[src/hdl/csb_pkg.sv]
// Shared types and constants for the clipped sprite blit core.
`default_nettype none
package csb_pkg;

   localparam int XY_W    = 16;   // camera-relative position
   localparam int ORG_W   = 8;    // hotspot inside sprite
   localparam int SIDE_W  = 9;    // sprite side and raster counters
   localparam int BASE_W  = 17;   // position minus hotspot, signed
   localparam int WW_W    = 11;   // window width register
   localparam int WH_W    = 10;   // window height register
   localparam int ADDR_W  = 19;   // frame buffer index
   localparam int DATA_W  = 16;   // pixel port width
   localparam int CSR_A_W = 2;

   localparam logic [WW_W-1:0] WW_RESET = WW_W'(80);
   localparam logic [WH_W-1:0] WH_RESET = WH_W'(25);
   localparam logic [WW_W-1:0] WW_MAX   = WW_W'(1024);
   localparam logic [WH_W-1:0] WH_MAX   = WH_W'(512);

   localparam logic [CSR_A_W-1:0] CSR_WINDOW_WIDTH  = CSR_A_W'(0);
   localparam logic [CSR_A_W-1:0] CSR_WINDOW_HEIGHT = CSR_A_W'(1);

   localparam logic FUNC_START = 1'b0;
   localparam logic FUNC_PIXEL = 1'b1;

   // Clipped geometry of the current sprite, loaded by a start item.
   typedef struct packed {
      logic [BASE_W-1:0] base_x;    // two's complement
      logic [BASE_W-1:0] base_y;    // two's complement
      logic [SIDE_W-1:0] width;
      logic [SIDE_W-1:0] height;
      logic [SIDE_W-1:0] cut_left;
      logic [SIDE_W-1:0] col_end;   // width minus right cut
      logic [SIDE_W-1:0] cut_top;
      logic [SIDE_W-1:0] row_end;   // height minus bottom cut
   } csb_geom_type;

endpackage
`default_nettype wire

[src/hdl/csb_clip.sv]
// Start-item geometry: base position, clamped size and clip bounds.
`default_nettype none
module csb_clip #(
   parameter int MAX_SPRITE_SIDE = 256
) (
   input  wire logic signed [csb_pkg::XY_W-1:0]   pos_x,
   input  wire logic signed [csb_pkg::XY_W-1:0]   pos_y,
   input  wire logic        [csb_pkg::ORG_W-1:0]  origin_x,
   input  wire logic        [csb_pkg::ORG_W-1:0]  origin_y,
   input  wire logic        [csb_pkg::SIDE_W-1:0] sprite_width,
   input  wire logic        [csb_pkg::SIDE_W-1:0] sprite_height,
   input  wire logic        [csb_pkg::WW_W-1:0]   win_width,
   input  wire logic        [csb_pkg::WH_W-1:0]   win_height,
   output csb_pkg::csb_geom_type                  geom
);
   import csb_pkg::*;

   localparam int SIDE_MAXV = (1 << SIDE_W) - 1;
   localparam int SIDE_CAP  = (MAX_SPRITE_SIDE > SIDE_MAXV) ? SIDE_MAXV : MAX_SPRITE_SIDE;
   localparam logic [SIDE_W-1:0] SIDE_LIM = SIDE_W'(SIDE_CAP);
   localparam int CW = 20;

   // Clamp a signed cut into 0..lim.
   function automatic logic [SIDE_W-1:0] clamp_cut(input logic signed [CW-1:0] v,
                                                   input logic [SIDE_W-1:0] lim);
      logic signed [CW-1:0] lim_s;
      lim_s = $signed(CW'(lim));
      if (v < 0)
         return '0;
      else if (v > lim_s)
         return lim;
      else
         return v[SIDE_W-1:0];
   endfunction

   logic        [SIDE_W-1:0] w;
   logic        [SIDE_W-1:0] h;
   logic signed [BASE_W-1:0] bx;
   logic signed [BASE_W-1:0] by;
   logic signed [CW-1:0]     left_raw;
   logic signed [CW-1:0]     top_raw;
   logic signed [CW-1:0]     right_raw;
   logic signed [CW-1:0]     bottom_raw;
   logic        [SIDE_W-1:0] cut_right;
   logic        [SIDE_W-1:0] cut_bottom;

   always_comb begin
      w  = (sprite_width  > SIDE_LIM) ? SIDE_LIM : sprite_width;
      h  = (sprite_height > SIDE_LIM) ? SIDE_LIM : sprite_height;
      bx = BASE_W'(pos_x) - $signed(BASE_W'(origin_x));
      by = BASE_W'(pos_y) - $signed(BASE_W'(origin_y));

      left_raw   = -CW'(bx);
      top_raw    = -CW'(by);
      right_raw  = CW'(bx) + $signed(CW'(w)) - $signed(CW'(win_width));
      bottom_raw = CW'(by) + $signed(CW'(h)) - $signed(CW'(win_height));
      cut_right  = clamp_cut(right_raw, w);
      cut_bottom = clamp_cut(bottom_raw, h);

      geom.base_x   = bx;
      geom.base_y   = by;
      geom.width    = w;
      geom.height   = h;
      geom.cut_left = clamp_cut(left_raw, w);
      geom.col_end  = w - cut_right;
      geom.cut_top  = clamp_cut(top_raw, h);
      geom.row_end  = h - cut_bottom;
   end

endmodule
`default_nettype wire

[src/hdl/clipped_sprite_blit_core.sv]
// Clipped sprite blitter: start and pixel items in, frame buffer writes out.
`default_nettype none
// Takes one item per clock with no bubbles while rsp_ready holds; a start
// item loads the sprite geometry and clip bounds, and each pixel item that
// falls inside the window yields one write (address, pixel) via the clip
// stage (clip, form row/column) and then the result stage (stride multiply-add).
// The stride is the window width in force when the pixel leaves the clip stage;
// clipping uses the window size in force at the start item. Window registers are
// to be written only while no item is in flight; the block does not enforce this.
module clipped_sprite_blit_core #(
   parameter int MAX_SPRITE_SIDE = 256,
   parameter int PIXEL_BITS      = 16
) (
   input  wire logic                               clock,
   input  wire logic                               reset,
   input  wire logic                               req_valid,
   output logic                                    req_ready,
   input  wire logic                               req_func,
   input  wire logic signed [csb_pkg::XY_W-1:0]    req_pos_x,
   input  wire logic signed [csb_pkg::XY_W-1:0]    req_pos_y,
   input  wire logic        [csb_pkg::ORG_W-1:0]   req_origin_x,
   input  wire logic        [csb_pkg::ORG_W-1:0]   req_origin_y,
   input  wire logic        [csb_pkg::SIDE_W-1:0]  req_sprite_width,
   input  wire logic        [csb_pkg::SIDE_W-1:0]  req_sprite_height,
   input  wire logic        [csb_pkg::DATA_W-1:0]  req_pixel_value,
   output logic                                    rsp_valid,
   input  wire logic                               rsp_ready,
   output logic             [csb_pkg::ADDR_W-1:0]  rsp_write_address,
   output logic             [csb_pkg::DATA_W-1:0]  rsp_write_data,
   input  wire logic                               csr_we,
   input  wire logic        [csb_pkg::CSR_A_W-1:0] csr_index,
   input  wire logic        [csb_pkg::WW_W-1:0]    csr_wdata
);
   import csb_pkg::*;

   localparam int PROD_W   = ADDR_W + WW_W;
   // low PIXEL_BITS of the pixel are kept, never more than the port carries
   localparam int PIX_KEEP = (PIXEL_BITS < DATA_W) ? PIXEL_BITS : DATA_W;
   localparam logic [DATA_W-1:0] PIX_MASK = DATA_W'((64'(1) << PIX_KEEP) - 64'(1));

   // window registers
   logic [WW_W-1:0] ww_ff, ww_in;
   logic [WH_W-1:0] wh_ff, wh_in;
   logic [WW_W-1:0] eff_ww;
   logic [WH_W-1:0] eff_wh;

   // sprite state
   logic              active_ff, active_in;
   csb_geom_type      geom_ff, geom_in;
   csb_geom_type      geom_new;
   logic [SIDE_W-1:0] col_ff, col_in;
   logic [SIDE_W-1:0] row_ff, row_in;

   // clip stage
   logic                  a_valid_ff, a_valid_in;
   logic [ADDR_W-1:0]     a_sx_ff, a_sx_in;
   logic [ADDR_W-1:0]     a_sy_ff, a_sy_in;
   logic [DATA_W-1:0]     a_data_ff, a_data_in;

   // result stage
   logic                  o_valid_ff, o_valid_in;
   logic [ADDR_W-1:0]     o_addr_ff, o_addr_in;
   logic [DATA_W-1:0]     o_data_ff, o_data_in;

   logic              accept;
   logic              o_ready;
   logic              a_ready;
   logic              pixel_go;
   logic              in_window;
   logic              last_col;
   logic [PROD_W-1:0] prod;

   always_comb begin
      eff_ww = (ww_ff == '0) ? WW_W'(1) : ((ww_ff > WW_MAX) ? WW_MAX : ww_ff);
      eff_wh = (wh_ff == '0) ? WH_W'(1) : ((wh_ff > WH_MAX) ? WH_MAX : wh_ff);
   end

   csb_clip #(
      .MAX_SPRITE_SIDE (MAX_SPRITE_SIDE)
   ) u_clip (
      .pos_x         (req_pos_x),
      .pos_y         (req_pos_y),
      .origin_x      (req_origin_x),
      .origin_y      (req_origin_y),
      .sprite_width  (req_sprite_width),
      .sprite_height (req_sprite_height),
      .win_width     (eff_ww),
      .win_height    (eff_wh),
      .geom          (geom_new)
   );

   assign o_ready   = !o_valid_ff || rsp_ready;
   assign a_ready   = !a_valid_ff || o_ready;
   assign req_ready = a_ready;
   assign accept    = req_valid && req_ready;

   always_comb begin
      ww_in = ww_ff;
      wh_in = wh_ff;
      if (csr_we) begin
         case (csr_index)
            CSR_WINDOW_WIDTH:  ww_in = csr_wdata;
            CSR_WINDOW_HEIGHT: wh_in = csr_wdata[WH_W-1:0];
            default: ;
         endcase
      end
   end

   always_comb begin
      pixel_go  = active_ff && (geom_ff.width != '0) && (row_ff < geom_ff.height);
      in_window = (col_ff >= geom_ff.cut_left) && (col_ff < geom_ff.col_end) &&
                  (row_ff >= geom_ff.cut_top) && (row_ff < geom_ff.row_end);
      last_col  = ({1'b0, col_ff} + (SIDE_W+1)'(1)) >= {1'b0, geom_ff.width};

      active_in = active_ff;
      geom_in   = geom_ff;
      col_in    = col_ff;
      row_in    = row_ff;
      if (accept) begin
         if (req_func == FUNC_START) begin
            active_in = 1'b1;
            geom_in   = geom_new;
            col_in    = '0;
            row_in    = '0;
         end else if (pixel_go) begin
            if (last_col) begin
               col_in = '0;
               row_in = row_ff + SIDE_W'(1);
            end else begin
               col_in = col_ff + SIDE_W'(1);
            end
         end
      end
   end

   always_comb begin
      a_valid_in = a_valid_ff;
      a_sx_in    = a_sx_ff;
      a_sy_in    = a_sy_ff;
      a_data_in  = a_data_ff;
      if (a_ready) begin
         a_valid_in = accept && (req_func == FUNC_PIXEL) && pixel_go && in_window;
         a_sx_in    = ADDR_W'($signed(geom_ff.base_x)) + ADDR_W'(col_ff);
         a_sy_in    = ADDR_W'($signed(geom_ff.base_y)) + ADDR_W'(row_ff);
         a_data_in  = req_pixel_value & PIX_MASK;
      end
   end

   // row-major index, wrapped to the address width
   assign prod = PROD_W'(a_sy_ff) * PROD_W'(eff_ww);

   always_comb begin
      o_valid_in = o_valid_ff;
      o_addr_in  = o_addr_ff;
      o_data_in  = o_data_ff;
      if (o_ready) begin
         o_valid_in = a_valid_ff;
         o_addr_in  = prod[ADDR_W-1:0] + a_sx_ff;
         o_data_in  = a_data_ff;
      end
   end

   always_ff @(posedge clock) begin
      if (reset) begin
         ww_ff      <= WW_RESET;
         wh_ff      <= WH_RESET;
         active_ff  <= 1'b0;
         col_ff     <= '0;
         row_ff     <= '0;
         a_valid_ff <= 1'b0;
         o_valid_ff <= 1'b0;
      end else begin
         ww_ff      <= ww_in;
         wh_ff      <= wh_in;
         active_ff  <= active_in;
         col_ff     <= col_in;
         row_ff     <= row_in;
         a_valid_ff <= a_valid_in;
         o_valid_ff <= o_valid_in;
      end
   end

   always_ff @(posedge clock) begin
      geom_ff   <= geom_in;
      a_sx_ff   <= a_sx_in;
      a_sy_ff   <= a_sy_in;
      a_data_ff <= a_data_in;
      o_addr_ff <= o_addr_in;
      o_data_ff <= o_data_in;
   end

   assign rsp_valid         = o_valid_ff;
   assign rsp_write_address = o_addr_ff;
   assign rsp_write_data    = o_data_ff;

endmodule
`default_nettype wire
[config.mk]
export PLATFORM = sky130hd
export DESIGN_NAME = clipped_sprite_blit_core
export DESIGN_NICKNAME = d
export VERILOG_FILES = /design/src/hdl/csb_pkg.sv /design/src/hdl/csb_clip.sv /design/src/hdl/clipped_sprite_blit_core.sv
export SDC_FILE = /design/constraint.sdc
export NUM_CORES = 1
export LEC_CHECK = 0
export BUFFER_PORTS_ARGS = -buffer_cell sky130_fd_sc_hd__buf_2
export CAP_MARGIN = 20
export CORE_MARGIN = 2
export CORE_UTILIZATION = 55
export CTS_CLUSTER_DIAMETER = 100
export DETAILED_ROUTE_END_ITERATION = 8
export GPL_TIMING_DRIVEN = 0
export PLACE_DENSITY = 0.84
export SLEW_MARGIN = 15
export SYNTH_ARGS = -nofsm -noshare
export SYNTH_HDL_FRONTEND = slang
export SYNTH_SLANG_ARGS = --single-unit
[constraint.sdc]
create_clock -name clock -period 6.31 [get_ports clock]
set_input_delay 0.3155 -clock clock [delete_from_list [all_inputs] [get_ports clock]]
set_output_delay 0.3155 -clock clock [all_outputs]
set_load 0.02 [all_outputs]
# Yosys cells after proc, flatten, opt, wreduce, memory -nomap -nowiden
# Cells that the tools add are included.
# totals
reg_bits	219
wordCells	99
in_bits	101
output_inout_bits	37
# classes
n_reduce_logical	22
bitwise_logic	1
multipliers	1
n_addsub	16
magnitude_cmp	18
mux	18
n_eq_ne	3
# op_table
operator	n
9-bit two-way mux	14
20-bit by 10-bit > comparator with 1-bit output	4
20-bit by 1-bit < comparator with 1-bit output (second input constant)	4
17-bit by 10-bit adder with 18-bit output	4
17-bit negator with 20-bit output	2
16-bit by 9-bit subtractor with 17-bit output	2
9-bit < comparator	3
11-bit two-way mux	2
10-bit two-way mux	2
19-bit adder	1
19-bit by 11-bit multiplier with 19-bit output	1
18-bit by 11-bit subtractor with 19-bit output	1
18-bit by 12-bit subtractor with 19-bit output	1
9-bit by 1-bit adder with 9-bit output (second input constant)	2
9-bit >= comparator	2
9-bit > comparator (second input constant)	2
9-bit subtractor	2
11-bit > comparator (second input constant)	1
11-bit zero test	1
9-bit by 1-bit adder with 10-bit output (second input constant)	1
10-bit by 9-bit >= comparator with 1-bit output	1
10-bit > comparator (second input constant)	1
10-bit zero test	1
1-bit logical AND	9
other kinds (9)	15

# Longest topological paths before layout
# logic_depth
ltp_word	8
mapped_depth	36
depth_no_buf	35

# Cells and area by module
# Synthesis repeated with hierarchy kept, for this count alone.
# unflattened
hier_cells	2245
hier_area_um2	20768.7
# by_module_without_submodules
module	seq_area_each_um2	cells_per_inst	instances	area_per_inst_um2
clipped_sprite_blit_core	6095.8	1346	1	14510.2
csb_clip	0.0	899	1	6258.5

# Worst setup path after synthesis
# No wires, ideal clock.
# synth_path
path_kind	in2reg
startpoint	in req_pos_y[0] (netlist name)
endpoint	reg geom_ff[8] (netlist name), data pin
n_path_buf	0
stages	30
arrival_time_ns	6.441
t_required_ns	6.051
slack_ns	-0.390
setup_ns	0.259
path_cell_list	inv_1 > ha_1 > fa_1 > nand2b_1 > a21oi_1 > nor2_1 > fa_1 > ha_1 > a21o_1 > a221o_1 > xor2_1 > ha_1 > and4_1 > o21a_1 > o311ai_0 > and3_1 > o2111ai_1 > nor3_2 > mux2i_1 > nor2_1 > ha_1 > inv_1 > fa_1 > a21o_1 > a21oi_1 > o21bai_1 > a21oi_1 > o21bai_1 > a21oi_1 > xnor2_1
# synth_rtl
element	line	rtl
from (decl)	clipped_sprite_blit_core.sv:20	input wire logic signed [csb_pkg::XY_W-1:0] req_pos_y,
to (signal assigned)	clipped_sprite_blit_core.sv:184	geom_ff <= geom_in;
to (decl)	clipped_sprite_blit_core.sv:49	csb_geom_type geom_ff, geom_in;

==> flow_summary_export.csv <==
group,metric,value,unit
status,status,"complete, but fails checks",
status,failed_checks,"setup timing",
floorplan,initial_core_util,55.4,%
floorplan,core-area,0.0373,sq mm
floorplan,dieArea,0.0391,sq mm
routing,dr.pass1.iters,7,
clock_tree,clock_latency,0.52,ns
setup_path,cp_slowest_stage_delay,0.50,ns
timing,clock_skew,0.00946,ns
yosys,synthTopCellsByArea,"edfxtp_1, ha_1, fa_1",
min_path,min_path_type,"input port to flip-flop",
yosys,syn-instance-count,2196,
layout,multi_input_area,0.0138,sq mm
timing,slew_violations,0,
timing,hold_viol_final,0,
pwr,ir_drop,0.163,mV
clock_tree,cts.sinks,217,
floorplan,die_w,198,um
setup_path,crit_path_end_kind,"flip-flop",
layout,regArea,0.00610,sq mm
yosys,async_reset_ff_share,0,%
placement,hpwl,41.1,mm
routing,wl,52.5,mm
global_route,grt_pass1_vias,16600,
yosys,ys_seq_elements,217,
pwr,leakagePower,0.0109,uW
timing,slew_headroom,39.2,%
pwr,p_per_area,270,mW/mm^2
yosys,synth_edf_count,175,
routing,drtAntennaViolNets,0,
floorplan,row_count,71,
timing,grt_setup_unrepaired,"yes",
timing,clock.fmax,155,MHz
clock_tree,clock_path_buffers,3,
layout,fillCellCount,2892,
pwr,p_total,6490,uW
routing,wl_per_cell,18.0,um
layout,diodes,0,
placement,place_congestion,0.943,
placement,io_buffers,137,
routing,dr.first_iter.drc_count,1333,
global_route,grt_pass1_wl,82.8,mm
layout,drive_above_1_share,15.5,%
setup_path,startpoint_type,"flip-flop",
setup_path,arrival,6.70,ns
floorplan,die_h,198,um
timing,setup_violations,2,
global_route,grt_max_degree,70,
timing,fin_crit_sh,102,%
routing,drc,0,
yosys,yosys.area.top_type_share,25.4,%
yosys,ys_warn_count,0,
layout,area_growth,16.3,%
timing,setup_tns,-0.175,ns
timing,finalCriticalPeriod,6.44,ns
yosys,post-synth-top-count-cell,"inv_1",
setup_path,critPathRequiredTime,6.57,ns
setup_path,cp_slowest_cell,"fa_1",
yosys,synth_common_cells,"inv_1, nand2_1, ha_1",
clock_tree,path_clk_slew,0.06,ns
layout,final_nets,2901,
routing,drt-vias-per-instance,5.75,
yosys,syn_area,0.0207,sq mm
clock_tree,cts_buffers,22,
timing,worst_pin_slew,0.906,ns
yosys,synth_fp_nets,2670,
clock_tree,cts_tree,"yes",
clock_tree,cts-htree-levels,1,
global_route,grt-ovfl-total,0,
global_route,grt_usage,26.5,%
floorplan,io_pins,138,
setup_path,crit_type,"flip-flop to flip-flop",
yosys,synth-main-ff-cell,"edfxtp_1",
yosys,synth_top_cell_by_area,"edfxtp_1",
yosys,ys_types,80,
routing,vias,16800,
job,cap_viol_max_count,0,
yosys,synth-seq-area-share,29.5,%
clock_tree,cts_root_buffer,"clkbuf_16",
placement,pre_cts_slack,-1.50,ns
yosys,syn_avg_cell_area,9.41,sq um
setup_path,path_max_fanout,10,
timing,final.setup.worst_slack,-0.128,ns
global_route,antenna_found_initial,1,
per-layer routing:
layer | share of wire (%) | global-route usage [%] | routed length (um)
met3 | 6.1 | 2.66 | 3210
met2 | 49 | 46.8 | 25900
met4 | 3.8 | 9.75 | 2000
met5 | 0 | 0 | 0
met1 | 41 | 33.8 | 21400
repair_timing:
action	in CTS	in global routing
gates resized for setup	54	90
hold buffers	16	0
pin swaps	20	89
endpoints found under the hold margin	16	0
endpoints found under the setup margin	16	11
setup buffers	19	35
placed cells by master (no fill, tap or decap), types with 61 or more instances in the layout:
cell	n
a21oi_1	93
buf_2	140
edfxtp_1	175
fa_1	138
ha_1	216
inv_1	321
nand2_1	253
nor2_1	97
o21ai_0	61
xnor2_1	81
per-stage QoR:
step | area, sq um | hold slack [ns] | utilization (%) | instances
6_report | 24000 | 0.0276 | 64.4 | 2917
5_1_grt | 24000 | 0.0242 | 64.4 | 2917
4_1_cts | 23400 | 0.0109 | 62.7 | 2883
3_5_place_dp | 22100 | 0.405 | 59.2 | 2808
3_3_place_gp | 22100 | 0.401 | 59.1 | 2807
2_1_floorplan | 20800 | 0.400 | - | 2196
layout make-up:
cell class / count / area share [%]
Multi-Input combinational cell: 1600 / 57.4
Sequential cell: 217 / 25.4
Timing Repair Buffer: 208 / 5.38
Inverter: 330 / 5.17
Tap cell: 474 / 2.47
Clock buffer: 25 / 2.34
Buffer: 48 / 1.12
Clock inverter: 15 / 0.786
flip-flops by register name, summed over array words and instances, names as in the netlist, 10 cells and up:
register           cells
geom_ff               88
rsp_write_address     19
a_sx_ff               18
a_sy_ff               18
a_data_ff             16
rsp_write_data        16
ww_ff                 11
wh_ff                 10
report_power, final:
group	switching (uW)	internal, uW	leakage, uW
Clock	554	807	0.000359
Combinational	1840	1450	0.00844
Sequential	59.3	1780	0.00206
critical path: cells and delay by family (launching register included):
family          cells  cell delay, ns
compound gates     12            2.01
xor+xnor            2            0.26
flops               1            0.33
buf+inv             6            1.00
simple gates        6            0.87
fa+ha+maj           5            1.67
path summary, 6_finish.rpt:
path                                         startpoint                      endpoint  slack, ns  cells after the start
worst min-delay path                       csr_wdata[4]         ww_ff[4]$_SDFFE_PP1P_       0.03                      3
worst max register to register   ww_ff[10]$_SDFFE_PP0P_         geom_ff[26]$_DFFE_PP_      -0.13                     31
worst max-delay path             ww_ff[10]$_SDFFE_PP0P_         geom_ff[26]$_DFFE_PP_      -0.13                     31
worst min register to register  a_data_ff[14]$_DFFE_PN_  rsp_write_data[14]$_DFFE_PP_       0.42                      0
cell families after synthesis:
| group | Yosys count | share of synthesized area (%) |
|---|---|---|
| simple gates | 680 | 16.2 |
| compound gates | 388 | 12.5 |
| buf+inv | 379 | 6.99 |
| fa+ha+maj | 373 | 27.8 |
| flops | 217 | 29.5 |
| xor+xnor | 129 | 5.57 |
| mux | 30 | 1.51 |
No activity file was read; power rests on OpenSTA's default activity.
